$ cat src/rtl/core/ldsw_pkg.sv
// ----------------------------------------------------------------------------
// ldsw_pkg
// Shared types, codes and widths of the LED dimmer with sleep / wake manager.
// ----------------------------------------------------------------------------
package ldsw_pkg;

    // channel widths
    localparam int CMD_W     = 3;
    localparam int VALUE_W   = 16;
    localparam int CHAN_W    = 8;
    localparam int CFG_IDX_W = 3;
    localparam int CFG_W     = 8;
    localparam int S_DATA_W  = 40;
    localparam int M_DATA_W  = 64;

    // command codes
    localparam logic [CMD_W-1:0] CMD_TICK   = 3'd0;
    localparam logic [CMD_W-1:0] CMD_MOOD   = 3'd1;
    localparam logic [CMD_W-1:0] CMD_POWER  = 3'd2;
    localparam logic [CMD_W-1:0] CMD_WAKE   = 3'd3;
    localparam logic [CMD_W-1:0] CMD_SLEEP  = 3'd4;
    localparam logic [CMD_W-1:0] CMD_STATUS = 3'd5;

    // power request values
    localparam logic [VALUE_W-1:0] PWR_OFF = 16'd0;
    localparam logic [VALUE_W-1:0] PWR_ON  = 16'd1;

    // animation modes
    localparam logic [2:0] MODE_IDLE  = 3'd0;
    localparam logic [2:0] MODE_SLEEP = 3'd1;
    localparam logic [2:0] MODE_WAKE  = 3'd2;
    localparam logic [2:0] MODE_OFF   = 3'd3;
    localparam logic [2:0] MODE_ON    = 3'd4;

    // configuration register indexes
    localparam logic [CFG_IDX_W-1:0] REG_FPS        = 3'd0;
    localparam logic [CFG_IDX_W-1:0] REG_SLEEP_STEP = 3'd1;
    localparam logic [CFG_IDX_W-1:0] REG_WAKE_STEP  = 3'd2;
    localparam logic [CFG_IDX_W-1:0] REG_OFF_STEP   = 3'd3;
    localparam logic [CFG_IDX_W-1:0] REG_ON_STEP    = 3'd4;

    // reset values
    localparam logic [CFG_W-1:0]  FPS_RST        = 8'd50;
    localparam logic [CFG_W-1:0]  SLOW_STEP_RST  = 8'd1;
    localparam logic [CFG_W-1:0]  FAST_STEP_RST  = 8'd8;
    localparam logic [CHAN_W-1:0] CHAN_RST       = 8'd128;
    localparam logic [CHAN_W-1:0] SCALE_FULL     = 8'd255;

    // status and colour handed from the state update to the rescale stage
    typedef struct packed {
        logic [CHAN_W-1:0]  scale;
        logic [CHAN_W-1:0]  mood_red;
        logic [CHAN_W-1:0]  mood_green;
        logic [CHAN_W-1:0]  mood_blue;
        logic               refresh;
        logic               lit;
        logic               powered_down;
        logic               blank_strip;
        logic [VALUE_W-1:0] wake_left;
        logic [VALUE_W-1:0] sleep_left;
        logic               error;
    } t_s1;

    // one result item
    typedef struct packed {
        logic [CHAN_W-1:0]  out_red;
        logic [CHAN_W-1:0]  out_green;
        logic [CHAN_W-1:0]  out_blue;
        logic               lit;
        logic               powered_down;
        logic               blank_strip;
        logic               refresh;
        logic [VALUE_W-1:0] wake_left;
        logic [VALUE_W-1:0] sleep_left;
        logic               error;
    } t_res;

endpackage

$ cat src/rtl/core/ldsw_ctrl.sv
// ----------------------------------------------------------------------------
// ldsw_ctrl
// Configuration registers, fade / timer state and the per-request update.
// ----------------------------------------------------------------------------
module ldsw_ctrl (
    input  logic                           i_clk,
    input  logic                           i_rst_n,
    input  logic                           i_load,
    input  logic [ldsw_pkg::CMD_W-1:0]     i_cmd,
    input  logic [ldsw_pkg::VALUE_W-1:0]   i_value,
    input  logic [ldsw_pkg::CHAN_W-1:0]    i_mood_red,
    input  logic [ldsw_pkg::CHAN_W-1:0]    i_mood_green,
    input  logic [ldsw_pkg::CHAN_W-1:0]    i_mood_blue,
    input  logic                           i_cfg_we,
    input  logic [ldsw_pkg::CFG_IDX_W-1:0] i_cfg_index,
    input  logic [ldsw_pkg::CFG_W-1:0]     i_cfg_data,
    output ldsw_pkg::t_s1                  o_s1
);
    import ldsw_pkg::*;

    logic [CFG_W-1:0]   r_fps, r_sleep_step, r_wake_step, r_off_step, r_on_step;
    logic [CHAN_W-1:0]  r_scale, n_scale;
    logic [2:0]         r_mode, n_mode;
    logic               r_down, n_down;
    logic [VALUE_W-1:0] r_sleep, n_sleep;
    logic [VALUE_W-1:0] r_wake, n_wake;
    logic [CFG_W-1:0]   r_presc, n_presc;
    logic [CHAN_W-1:0]  r_mood_r, r_mood_g, r_mood_b;
    logic [CHAN_W-1:0]  n_mood_r, n_mood_g, n_mood_b;
    logic               n_refresh, n_blank, n_error;
    logic [CFG_W-1:0]   fade_step;
    logic               fade_up;
    t_s1                r_s1;

    // configuration writes
    always_ff @(posedge i_clk) begin
        if (!i_rst_n) begin
            r_fps        <= FPS_RST;
            r_sleep_step <= SLOW_STEP_RST;
            r_wake_step  <= SLOW_STEP_RST;
            r_off_step   <= FAST_STEP_RST;
            r_on_step    <= FAST_STEP_RST;
        end else if (i_cfg_we) begin
            case (i_cfg_index)
                REG_FPS:        r_fps        <= i_cfg_data;
                REG_SLEEP_STEP: r_sleep_step <= i_cfg_data;
                REG_WAKE_STEP:  r_wake_step  <= i_cfg_data;
                REG_OFF_STEP:   r_off_step   <= i_cfg_data;
                REG_ON_STEP:    r_on_step    <= i_cfg_data;
                default: ;
            endcase
        end
    end

    // next state for one request
    always_comb begin
        n_scale   = r_scale;
        n_mode    = r_mode;
        n_down    = r_down;
        n_sleep   = r_sleep;
        n_wake    = r_wake;
        n_presc   = r_presc;
        n_mood_r  = r_mood_r;
        n_mood_g  = r_mood_g;
        n_mood_b  = r_mood_b;
        n_refresh = 1'b0;
        n_blank   = 1'b0;
        n_error   = 1'b0;
        fade_step = r_on_step;
        fade_up   = 1'b1;
        case (i_cmd)
            CMD_TICK: begin
                // one-second prescaler and timer countdowns
                n_presc = r_presc - 8'd1;
                if (n_presc == '0) begin
                    n_presc = r_fps;
                    if (r_sleep != '0) begin
                        n_sleep = r_sleep - 16'd1;
                        if (n_sleep == '0) begin
                            n_mode = MODE_SLEEP;
                        end
                    end
                    if (r_wake != '0) begin
                        n_wake = r_wake - 16'd1;
                        if (n_wake == '0) begin
                            n_down = 1'b0;
                            n_mode = MODE_WAKE;
                        end
                    end
                end
                // saturating fade ramp
                case (n_mode)
                    MODE_SLEEP: begin
                        fade_step = r_sleep_step;
                        fade_up   = 1'b0;
                    end
                    MODE_WAKE: begin
                        fade_step = r_wake_step;
                        fade_up   = 1'b1;
                    end
                    MODE_OFF: begin
                        fade_step = r_off_step;
                        fade_up   = 1'b0;
                    end
                    default: begin
                        fade_step = r_on_step;
                        fade_up   = 1'b1;
                    end
                endcase
                if (n_mode != MODE_IDLE && n_mode <= MODE_ON) begin
                    if (fade_up) begin
                        n_scale = (r_scale < (SCALE_FULL - fade_step)) ?
                                  r_scale + fade_step : SCALE_FULL;
                    end else begin
                        n_scale = (r_scale > fade_step) ? r_scale - fade_step : '0;
                    end
                    n_refresh = 1'b1;
                    if (n_scale == '0) begin
                        n_mode  = MODE_IDLE;
                        n_down  = 1'b1;
                        n_blank = 1'b1;
                    end else if (n_scale == SCALE_FULL) begin
                        n_mode = MODE_IDLE;
                    end
                end
            end
            CMD_MOOD: begin
                n_mood_r  = i_mood_red;
                n_mood_g  = i_mood_green;
                n_mood_b  = i_mood_blue;
                n_refresh = 1'b1;
            end
            CMD_POWER: begin
                if (i_value == PWR_OFF) begin
                    n_mode = MODE_OFF;
                    if (r_wake == '0 || r_sleep <= r_wake) begin
                        n_sleep = '0;
                    end
                end else if (i_value == PWR_ON) begin
                    n_down = 1'b0;
                    n_mode = MODE_ON;
                    if (r_sleep == '0 || r_wake <= r_sleep) begin
                        n_wake = '0;
                    end
                end else begin
                    n_error = 1'b1;
                end
            end
            CMD_WAKE: begin
                n_wake = i_value;
                if (i_value != '0 && !r_down && (r_sleep == '0 || i_value < r_sleep)) begin
                    n_mode = MODE_OFF;
                end
            end
            CMD_SLEEP: begin
                n_sleep = i_value;
                if (i_value != '0 && (r_wake == '0 || i_value < r_wake)) begin
                    n_down = 1'b0;
                    n_mode = MODE_ON;
                end
            end
            default: ;
        endcase
    end

    // persistent state
    always_ff @(posedge i_clk) begin
        if (!i_rst_n) begin
            r_scale  <= '0;
            r_mode   <= MODE_ON;
            r_down   <= 1'b0;
            r_sleep  <= '0;
            r_wake   <= '0;
            r_presc  <= FPS_RST;
            r_mood_r <= CHAN_RST;
            r_mood_g <= CHAN_RST;
            r_mood_b <= CHAN_RST;
        end else if (i_load) begin
            r_scale  <= n_scale;
            r_mode   <= n_mode;
            r_down   <= n_down;
            r_sleep  <= n_sleep;
            r_wake   <= n_wake;
            r_presc  <= n_presc;
            r_mood_r <= n_mood_r;
            r_mood_g <= n_mood_g;
            r_mood_b <= n_mood_b;
        end
    end

    // request snapshot for the rescale stage
    always_ff @(posedge i_clk) begin
        if (i_load) begin
            r_s1.scale        <= n_scale;
            r_s1.mood_red     <= n_mood_r;
            r_s1.mood_green   <= n_mood_g;
            r_s1.mood_blue    <= n_mood_b;
            r_s1.refresh      <= n_refresh;
            r_s1.lit          <= !n_down && n_mode != MODE_SLEEP && n_mode != MODE_OFF;
            r_s1.powered_down <= n_down;
            r_s1.blank_strip  <= n_blank;
            r_s1.wake_left    <= n_wake;
            r_s1.sleep_left   <= n_sleep;
            r_s1.error        <= n_error;
        end
    end

    assign o_s1 = r_s1;

endmodule

$ cat src/rtl/core/ldsw_scale.sv
// ----------------------------------------------------------------------------
// ldsw_scale
// Colour rescale by the fade scaler and the result register.
// ----------------------------------------------------------------------------
module ldsw_scale (
    input  logic          i_clk,
    input  logic          i_rst_n,
    input  logic          i_load,
    input  ldsw_pkg::t_s1 i_s1,
    output ldsw_pkg::t_res o_res
);
    import ldsw_pkg::*;

    logic [CHAN_W-1:0]   r_eff_r, r_eff_g, r_eff_b;
    logic [CHAN_W-1:0]   n_eff_r, n_eff_g, n_eff_b;
    logic [2*CHAN_W-1:0] prod_r, prod_g, prod_b;
    t_res                r_res;

    // (m*s+128)>>8, a full scaler passes the mood colour through
    assign prod_r = i_s1.mood_red   * i_s1.scale + 16'd128;
    assign prod_g = i_s1.mood_green * i_s1.scale + 16'd128;
    assign prod_b = i_s1.mood_blue  * i_s1.scale + 16'd128;

    always_comb begin
        n_eff_r = r_eff_r;
        n_eff_g = r_eff_g;
        n_eff_b = r_eff_b;
        if (i_s1.refresh) begin
            if (i_s1.scale == SCALE_FULL) begin
                n_eff_r = i_s1.mood_red;
                n_eff_g = i_s1.mood_green;
                n_eff_b = i_s1.mood_blue;
            end else begin
                n_eff_r = prod_r[2*CHAN_W-1:CHAN_W];
                n_eff_g = prod_g[2*CHAN_W-1:CHAN_W];
                n_eff_b = prod_b[2*CHAN_W-1:CHAN_W];
            end
        end
    end

    // effective colour kept between refreshes
    always_ff @(posedge i_clk) begin
        if (!i_rst_n) begin
            r_eff_r <= CHAN_RST;
            r_eff_g <= CHAN_RST;
            r_eff_b <= CHAN_RST;
        end else if (i_load) begin
            r_eff_r <= n_eff_r;
            r_eff_g <= n_eff_g;
            r_eff_b <= n_eff_b;
        end
    end

    // result register
    always_ff @(posedge i_clk) begin
        if (i_load) begin
            r_res.out_red      <= n_eff_r;
            r_res.out_green    <= n_eff_g;
            r_res.out_blue     <= n_eff_b;
            r_res.lit          <= i_s1.lit;
            r_res.powered_down <= i_s1.powered_down;
            r_res.blank_strip  <= i_s1.blank_strip;
            r_res.refresh      <= i_s1.refresh;
            r_res.wake_left    <= i_s1.wake_left;
            r_res.sleep_left   <= i_s1.sleep_left;
            r_res.error        <= i_s1.error;
        end
    end

    assign o_res = r_res;

endmodule

$ cat src/rtl/core/led_dimmer_sleep_wake_manager_unit.sv
// ----------------------------------------------------------------------------
// led_dimmer_sleep_wake_manager_unit
// LED strip brightness manager: mood colour, fade scaler, sleep / wake timers.
// ----------------------------------------------------------------------------
// Each accepted request produces exactly one result. A request is taken in
// every cycle while results flow: the first stage updates the fade, mode and
// timer state, the second rescales the colour with three 8x8 multipliers into
// the result register. With the output stalled the block still takes one more
// request into its first stage. Configuration writes are taken in every cycle
// and should only be issued while idle.
module led_dimmer_sleep_wake_manager_unit (
    input  logic                            i_clk,
    input  logic                            i_rst_n,
    // request stream
    input  logic                            s_tvalid,
    output logic                            s_tready,
    // value[15:0], mood_red[23:16], mood_green[31:24], mood_blue[39:32]
    input  logic [ldsw_pkg::S_DATA_W-1:0]   s_tdata,
    // cmd[2:0]
    input  logic [ldsw_pkg::CMD_W-1:0]      s_tuser,
    // result stream
    output logic                            m_tvalid,
    input  logic                            m_tready,
    // out_red[7:0], out_green[15:8], out_blue[23:16], lit[24],
    // powered_down[25], blank_strip[26], refresh[27], wake_left[43:28],
    // sleep_left[59:44], error[60], zero[63:61]
    output logic [ldsw_pkg::M_DATA_W-1:0]   m_tdata,
    // configuration writes
    input  logic                            i_cfg_valid,
    output logic                            o_cfg_ready,
    input  logic [ldsw_pkg::CFG_IDX_W-1:0]  i_cfg_index,
    input  logic [ldsw_pkg::CFG_W-1:0]      i_cfg_data
);
    import ldsw_pkg::*;

    logic r_s1_valid, r_out_valid;
    logic out_load, s1_load;
    t_s1  s1;
    t_res res;

    // pipeline advance
    assign out_load = r_s1_valid && (!r_out_valid || m_tready);
    assign s_tready = !r_s1_valid || out_load;
    assign s1_load  = s_tvalid && s_tready;

    always_ff @(posedge i_clk) begin
        if (!i_rst_n) begin
            r_s1_valid  <= 1'b0;
            r_out_valid <= 1'b0;
        end else begin
            if (s_tready) begin
                r_s1_valid <= s_tvalid;
            end
            if (out_load) begin
                r_out_valid <= 1'b1;
            end else if (m_tready) begin
                r_out_valid <= 1'b0;
            end
        end
    end

    assign o_cfg_ready = 1'b1;

    ldsw_ctrl u_ctrl (
        .i_clk        (i_clk),
        .i_rst_n      (i_rst_n),
        .i_load       (s1_load),
        .i_cmd        (s_tuser),
        .i_value      (s_tdata[15:0]),
        .i_mood_red   (s_tdata[23:16]),
        .i_mood_green (s_tdata[31:24]),
        .i_mood_blue  (s_tdata[39:32]),
        .i_cfg_we     (i_cfg_valid),
        .i_cfg_index  (i_cfg_index),
        .i_cfg_data   (i_cfg_data),
        .o_s1         (s1)
    );

    ldsw_scale u_scale (
        .i_clk   (i_clk),
        .i_rst_n (i_rst_n),
        .i_load  (out_load),
        .i_s1    (s1),
        .o_res   (res)
    );

    // result packing
    assign m_tvalid = r_out_valid;
    assign m_tdata  = {3'b000, res.error, res.sleep_left, res.wake_left,
                       res.refresh, res.blank_strip, res.powered_down, res.lit,
                       res.out_blue, res.out_green, res.out_red};

endmodule

$ cat config.mk
export PLATFORM = sky130hd
export DESIGN_NAME = led_dimmer_sleep_wake_manager_unit
export DESIGN_NICKNAME = d
export VERILOG_FILES = /design/src/rtl/core/ldsw_pkg.sv /design/src/rtl/core/ldsw_ctrl.sv /design/src/rtl/core/ldsw_scale.sv /design/src/rtl/core/led_dimmer_sleep_wake_manager_unit.sv
export SDC_FILE = /design/constraint.sdc
export NUM_CORES = 1
export LEC_CHECK = 0
export ABC_CLOCK_PERIOD_IN_PS = 9550
export BUFFER_PORTS_ARGS = -buffer_cell sky130_fd_sc_hd__clkbuf_2
export CAP_MARGIN = 20
export CORE_AREA = 2 2 160 201
export CTS_CLUSTER_DIAMETER = 120
export DETAILED_ROUTE_END_ITERATION = 12
export DIE_AREA = 0 0 162 203
export PLACE_DENSITY_LB_ADDON = 0.15
export SLEW_MARGIN = 20
export SYNTH_ARGS = -nofsm -noshare
export SYNTH_HDL_FRONTEND = slang
export SYNTH_SLANG_ARGS = --single-unit
$ cat constraint.sdc
create_clock -name i_clk -period 9.55 [get_ports i_clk]
set_input_delay 1.91 -clock i_clk [delete_from_list [all_inputs] [get_ports i_clk]]
set_output_delay 1.91 -clock i_clk [all_outputs]
set_load 0.02 [all_outputs]
==> impl_summary.md <==
Status
The run finished with clean final reports.

Timing
The final worst clock skew is 0.0177 ns. The worst pin sits at a relative slew slack of approximately 25%. The maximum operating frequency is 147 MHz. Subtracting the final worst setup slack from the clock period gives between 6 and 7 ns. Setup violations remaining at the end of the flow were counted as 0. Summed over all failing endpoints, the final setup total negative slack is 0 ns. Setup repair after global routing left no endpoint under its margin. The final number of max-transition violations was 0. Dividing the final minimum period by the clock period gives 71.0%. The final-report hold violation count is 0.

Across all setup checks in the final design, the least slack found is 2.76 ns. At the pin with the least slew margin, the transition time is 1.12 ns.

Finish
The number of inserted filler cells in the final layout is 2399. The final layout contains 2605 nets. The sequential cell area is 0.00675 mm2. The post-synthesis to final-layout area growth is 8.66%. Summing all multi-input logic gate instances after layout gives 0.0120 mm2. The share of layout cells above drive strength 1 is a little over a tenth. The repair_antennas step left the layout with diodes totalling 0.

Yosys
The sequential-to-total area share from yosys stat is 33.8%. The xor/xnor share of the synthesized area is 2.02%. After synthesis, the largest family of logic cells by area is adder cells. The synthesized netlist devotes about a fifth of its cell area to simple gates.

Yosys printed 0 warnings. The most frequently used flop master after synthesis is dfxtp_1. The count of mapped cells out of synthesis is 2207.

Summing the areas of all compound-gate instances in the mapped netlist gives 14.6% of the synthesized area. Summing every instance area after synthesis gives 0.0199 mm2. In this run, synthesis produced a sequential element count of 272. The post-synthesis cell type with the largest combined area is edfxtp_1.

In this run the mean area of a mapped cell was 9.03 um2. The fraction of registers with async set or reset after synthesis is 0%. The netlist uses 86 different library cells. Yosys attributes the largest share of cell area to edfxtp_1 (20%), dfxtp_1 (14%), ha_1 (11%).

Of the post-synthesis cell area, the dominant cell type holds 19.6%. The number of synthesized flops with an enable pin is 130. The adder-cell area share of the yosys netlist is 22.0%. The share of cell area taken by muxes after synthesis is 2.41%.

Pwr
The static leakage power is 9.45 nW. The power after layout is 3.56 mW. The design internal power is around 2.4 mW. Sequential cells burn approximately two fifths of the power. The portion of total power attributed to combinational logic is 29.6%. The portion of total power attributed to the clock network is 31.8%.

Across the VDD grid, the largest voltage drop is roughly 0.16 mV. The switching power as a share of total power is 33.4%. The power density relative to cell area is around 160 mW/mm2. Summed over all nets, the switching power comes to 1.19 mW.

Route
The total length of routed met2 wires is 26000 um. The average wire length per cell after detail routing is 19.3 um. Wire segments on met3 add up to 3080 um in the final route.

The routed layout has around 16000 vias. The routed length on met1 is 19600 um. The total detailed-routing wirelength is 51900 um.

The first-iteration detailed-routing DRC count is 1318. The count of nets left with antenna violations once routing finished came out at 0. The highest metal layer with signal wires is met4. The first detailed-routing pass took 6 iterations.

Using the TritonRoute via totals, the vias-per-cell ratio works out to 6.12. The detailed-route DRC error count is 0.

Setup path
In this run the worst path has a maximum fanout of 15. The data required time at the worst endpoint is ~10 ns. The endpoint identified for the worst register-to-register timing path is u_ctrl.o_s1[35]. The stage delay of the slowest cell on the critical path is around 0.86 ns. Broken down by cell family, the worst path's largest delay share belongs to simple AND/OR/NAND/NOR gates. The endpoint arrival time on the critical path is 7.18 ns.

Tracing the worst setup path back leads to its startpoint at u_ctrl.r_wake[1]. In this run the critical register-to-register path is launched from u_ctrl.r_wake[1]. The number of gates on the worst path with buffers counted is 26.

The endpoint class of the critical path is a flop. The count of buffer and inverter cells on the critical path is 2. The highest-delay cell along the critical path is nor4_4. The critical path ends at u_ctrl.o_s1[35].

The reg-to-reg setup timing slack is 2.76 ns. The type of element launching the critical path is a flop. The worst register-to-register path has a depth of 26. The critical path is of the flop to flop type.

Clock network
CTS built an H-tree with a depth of 1. The clock passes through at most 3 buffers. The cell at the root of the clock tree is clkbuf_16. The cts-stage hold buffer count is 0. The post-CTS setup buffer count is 0. TritonCTS built the clock tree. Clock latency on the worst-skew pair, taken at its later pin, is 0.57 ns.

The number of instances resized during post-cts repair is 0. The number of CTS-inserted buffers is 29. After clock tree synthesis, the clock-pin slew on the worst setup and hold paths is 0.06 ns. The number of sinks on the clock net is about 270.

Hold path
The type of the tightest min-delay check is flop to flop.

Die
The die span in x is about 160 um. The initial standard-cell utilization of the core is 64.7%. The core region is 0.0308 mm2. During I/O placement, the number of pins put on the boundary was about 130. The overall die height is 203 um. The floorplan has 72 rows.

The floorplan step defined a die boundary enclosing 0.0329 mm2.

GRT
The total global routing overflow is 0. For this run, the total global-route usage over all layers was measured as 31.8%. The largest net degree at the start of global routing is 87. The number of antenna violations at the first check in global routing is 0. The via count of the first global-routing pass is 16400. The first global-routing pass estimated 83400 um of wire.

Placed design
The total half-perimeter wirelength after legalization and detailed placement is 37900 um. The placement-stage worst setup slack is 2.84 ns. The final weighted congestion in routability-driven placement is 0.953. Buffers placed on the I/O ports in this run total 121.

Job
Across the run, the number of max-cap violations was 0.
[registers in the layout, summed over array words and instances (netlist names), 16 cells and up]
register	cells
u_scale.o_res	61
u_ctrl.r_sleep	16
u_ctrl.r_wake	16
u_ctrl.o_s1	69
[cell usage after synthesis, drive strengths merged (7+ instances only)]
| library cell | number |
|---|---|
| fa | 107 |
| nor3 | 50 |
| o21ai | 95 |
| nor2 | 176 |
| dfxtp | 142 |
| buf | 23 |
| a21o | 26 |
| ha | 180 |
| a22o | 50 |
| clkbuf | 96 |
| edfxtp | 130 |
| mux2i | 12 |
| o22ai | 8 |
| xnor2 | 40 |
| or2 | 8 |
| o21bai | 16 |
| mux2 | 32 |
| nand3 | 33 |
| o21a | 18 |
| and3 | 15 |
| nand2 | 314 |
| a31oi | 7 |
| nor4 | 18 |
| a211oi | 10 |
| a21oi | 141 |
| nor2b | 13 |
| or3 | 12 |
| o2bb2ai | 10 |
| o31ai | 12 |
| nand4 | 23 |
| inv | 193 |
| and2 | 103 |
[per-stage QoR]
stage | area (um2) | cells | util (%) | hold slack [ns]
finish | 21700 | 2688 | 70.3 | 0.416
global route | 21700 | 2688 | 70.3 | 0.425
detailed placement | 20700 | 2635 | 67.2 | 0.405
floorplan | 19900 | 2209 | - | 0.400
global placement | 20700 | 2635 | 67.2 | 0.402
CTS | 21700 | 2688 | 70.3 | 0.419
[layer usage]
metal	GRT usage, %	vias to the layer above
met2	56.8	661
met4	17.6	0
li1	-	7678
met1	37.2	7939
met5	0	-
met3	3.47	169
[cell families after synthesis]
| group | after synthesis |
|---|---|
| AOI/OAI and AO/OA | 447 |
| xor gates and xnor gates | 46 |
| adders and majority gates | 287 |
| buffers and inverters | 314 |
| DFF | 272 |
| muxes | 44 |
| other | 2 |
| and+or+nand+nor | 795 |
[placed cells by master, fill, tap and decap left out, types with 6 or more instances in the layout]
cell,synthesis,final
nand4_1,23,23
o21a_1,18,18
or2_2,6,6
and2_1,101,101
nand2_1,314,314
nand2b_1,6,6
clkbuf_1,95,9
and3_1,11,11
a211oi_1,10,10
clkbuf_16,0,30
nand3_1,33,33
a22o_1,48,48
o21bai_1,16,16
o31ai_1,11,11
a31oi_1,7,7
o21ai_0,93,93
mux2_2,32,32
dfxtp_1,142,142
ha_1,180,180
xor2_1,6,6
fa_1,107,107
o2bb2ai_1,10,10
nor2b_1,13,13
a21o_1,26,26
a21oi_1,140,139
buf_4,7,17
or3_1,12,12
mux2i_1,12,12
nor3_1,50,50
o22ai_1,8,8
nor4_1,15,14
edfxtp_1,130,130
clkbuf_2,1,121
xnor2_1,40,40
inv_1,193,191
nor2_1,176,175
[worst register-to-register path, stage by stage, from the launching register on]
cell      delay, ns
dfxtp_1        0.35
inv_1          0.14
ha_1           0.26
nor4b_2        0.39
xnor2_1        0.17
nand3_1        0.09
o31a_1         0.15
nor4_4         0.86
nor2_1         0.24
buf_4          0.25
mux2i_1        0.15
nor2_1         0.05
a211o_1        0.32
ha_1           0.24
fa_1           0.44
o21bai_1       0.15
a21oi_1        0.13
o21ba_2        0.23
o21bai_1       0.13
or3b_2         0.45
a211o_2        0.33
and3_2         0.23
nand4b_4       0.10
or3_1          0.16
a21boi_0       0.10
o31a_1         0.27
o32ai_1        0.26
[layout make-up]
type | instances | share of cell area, %
multi-input combinational | 1623 | 55.3
timing repair buffer | 138 | 3.39
clock inverter | 11 | 0.560
clock buffer | 42 | 3.81
tap | 407 | 2.35
sequential | 272 | 31.1
inverter | 195 | 3.40
[worst min path at each step]
| stage | cells after the start | to | startpoint |
|---|---|---|---|
| after floorplan | 0 | u_scale.o_res[0] | u_ctrl.o_s1[0] |
| after detailed placement | 0 | u_scale.o_res[24] | u_ctrl.o_s1[24] |
| after CTS | 0 | u_scale.o_res[8] | u_ctrl.o_s1[8] |
| after global placement | 0 | u_scale.o_res[22] | u_ctrl.o_s1[22] |
| final | 0 | u_scale.o_res[24] | u_ctrl.o_s1[24] |
| after global routing | 0 | u_scale.o_res[24] | u_ctrl.o_s1[24] |
[power groups by stage]
| stage | Clock [mW] | Sequential [mW] | Combinational, mW |
|---|---|---|---|
| 2_1_floorplan | 0 | 1.38 | 0.755 |
| 3_3_place_gp | 0 | 1.39 | 1.00 |
| 3_5_place_dp | 0 | 1.40 | 1.04 |
| 4_1_cts | 1.15 | 1.37 | 1.05 |
| 5_1_grt | 1.19 | 1.38 | 1.18 |
| 6_report | 1.13 | 1.37 | 1.05 |
Power figures use the tool's default switching activity.
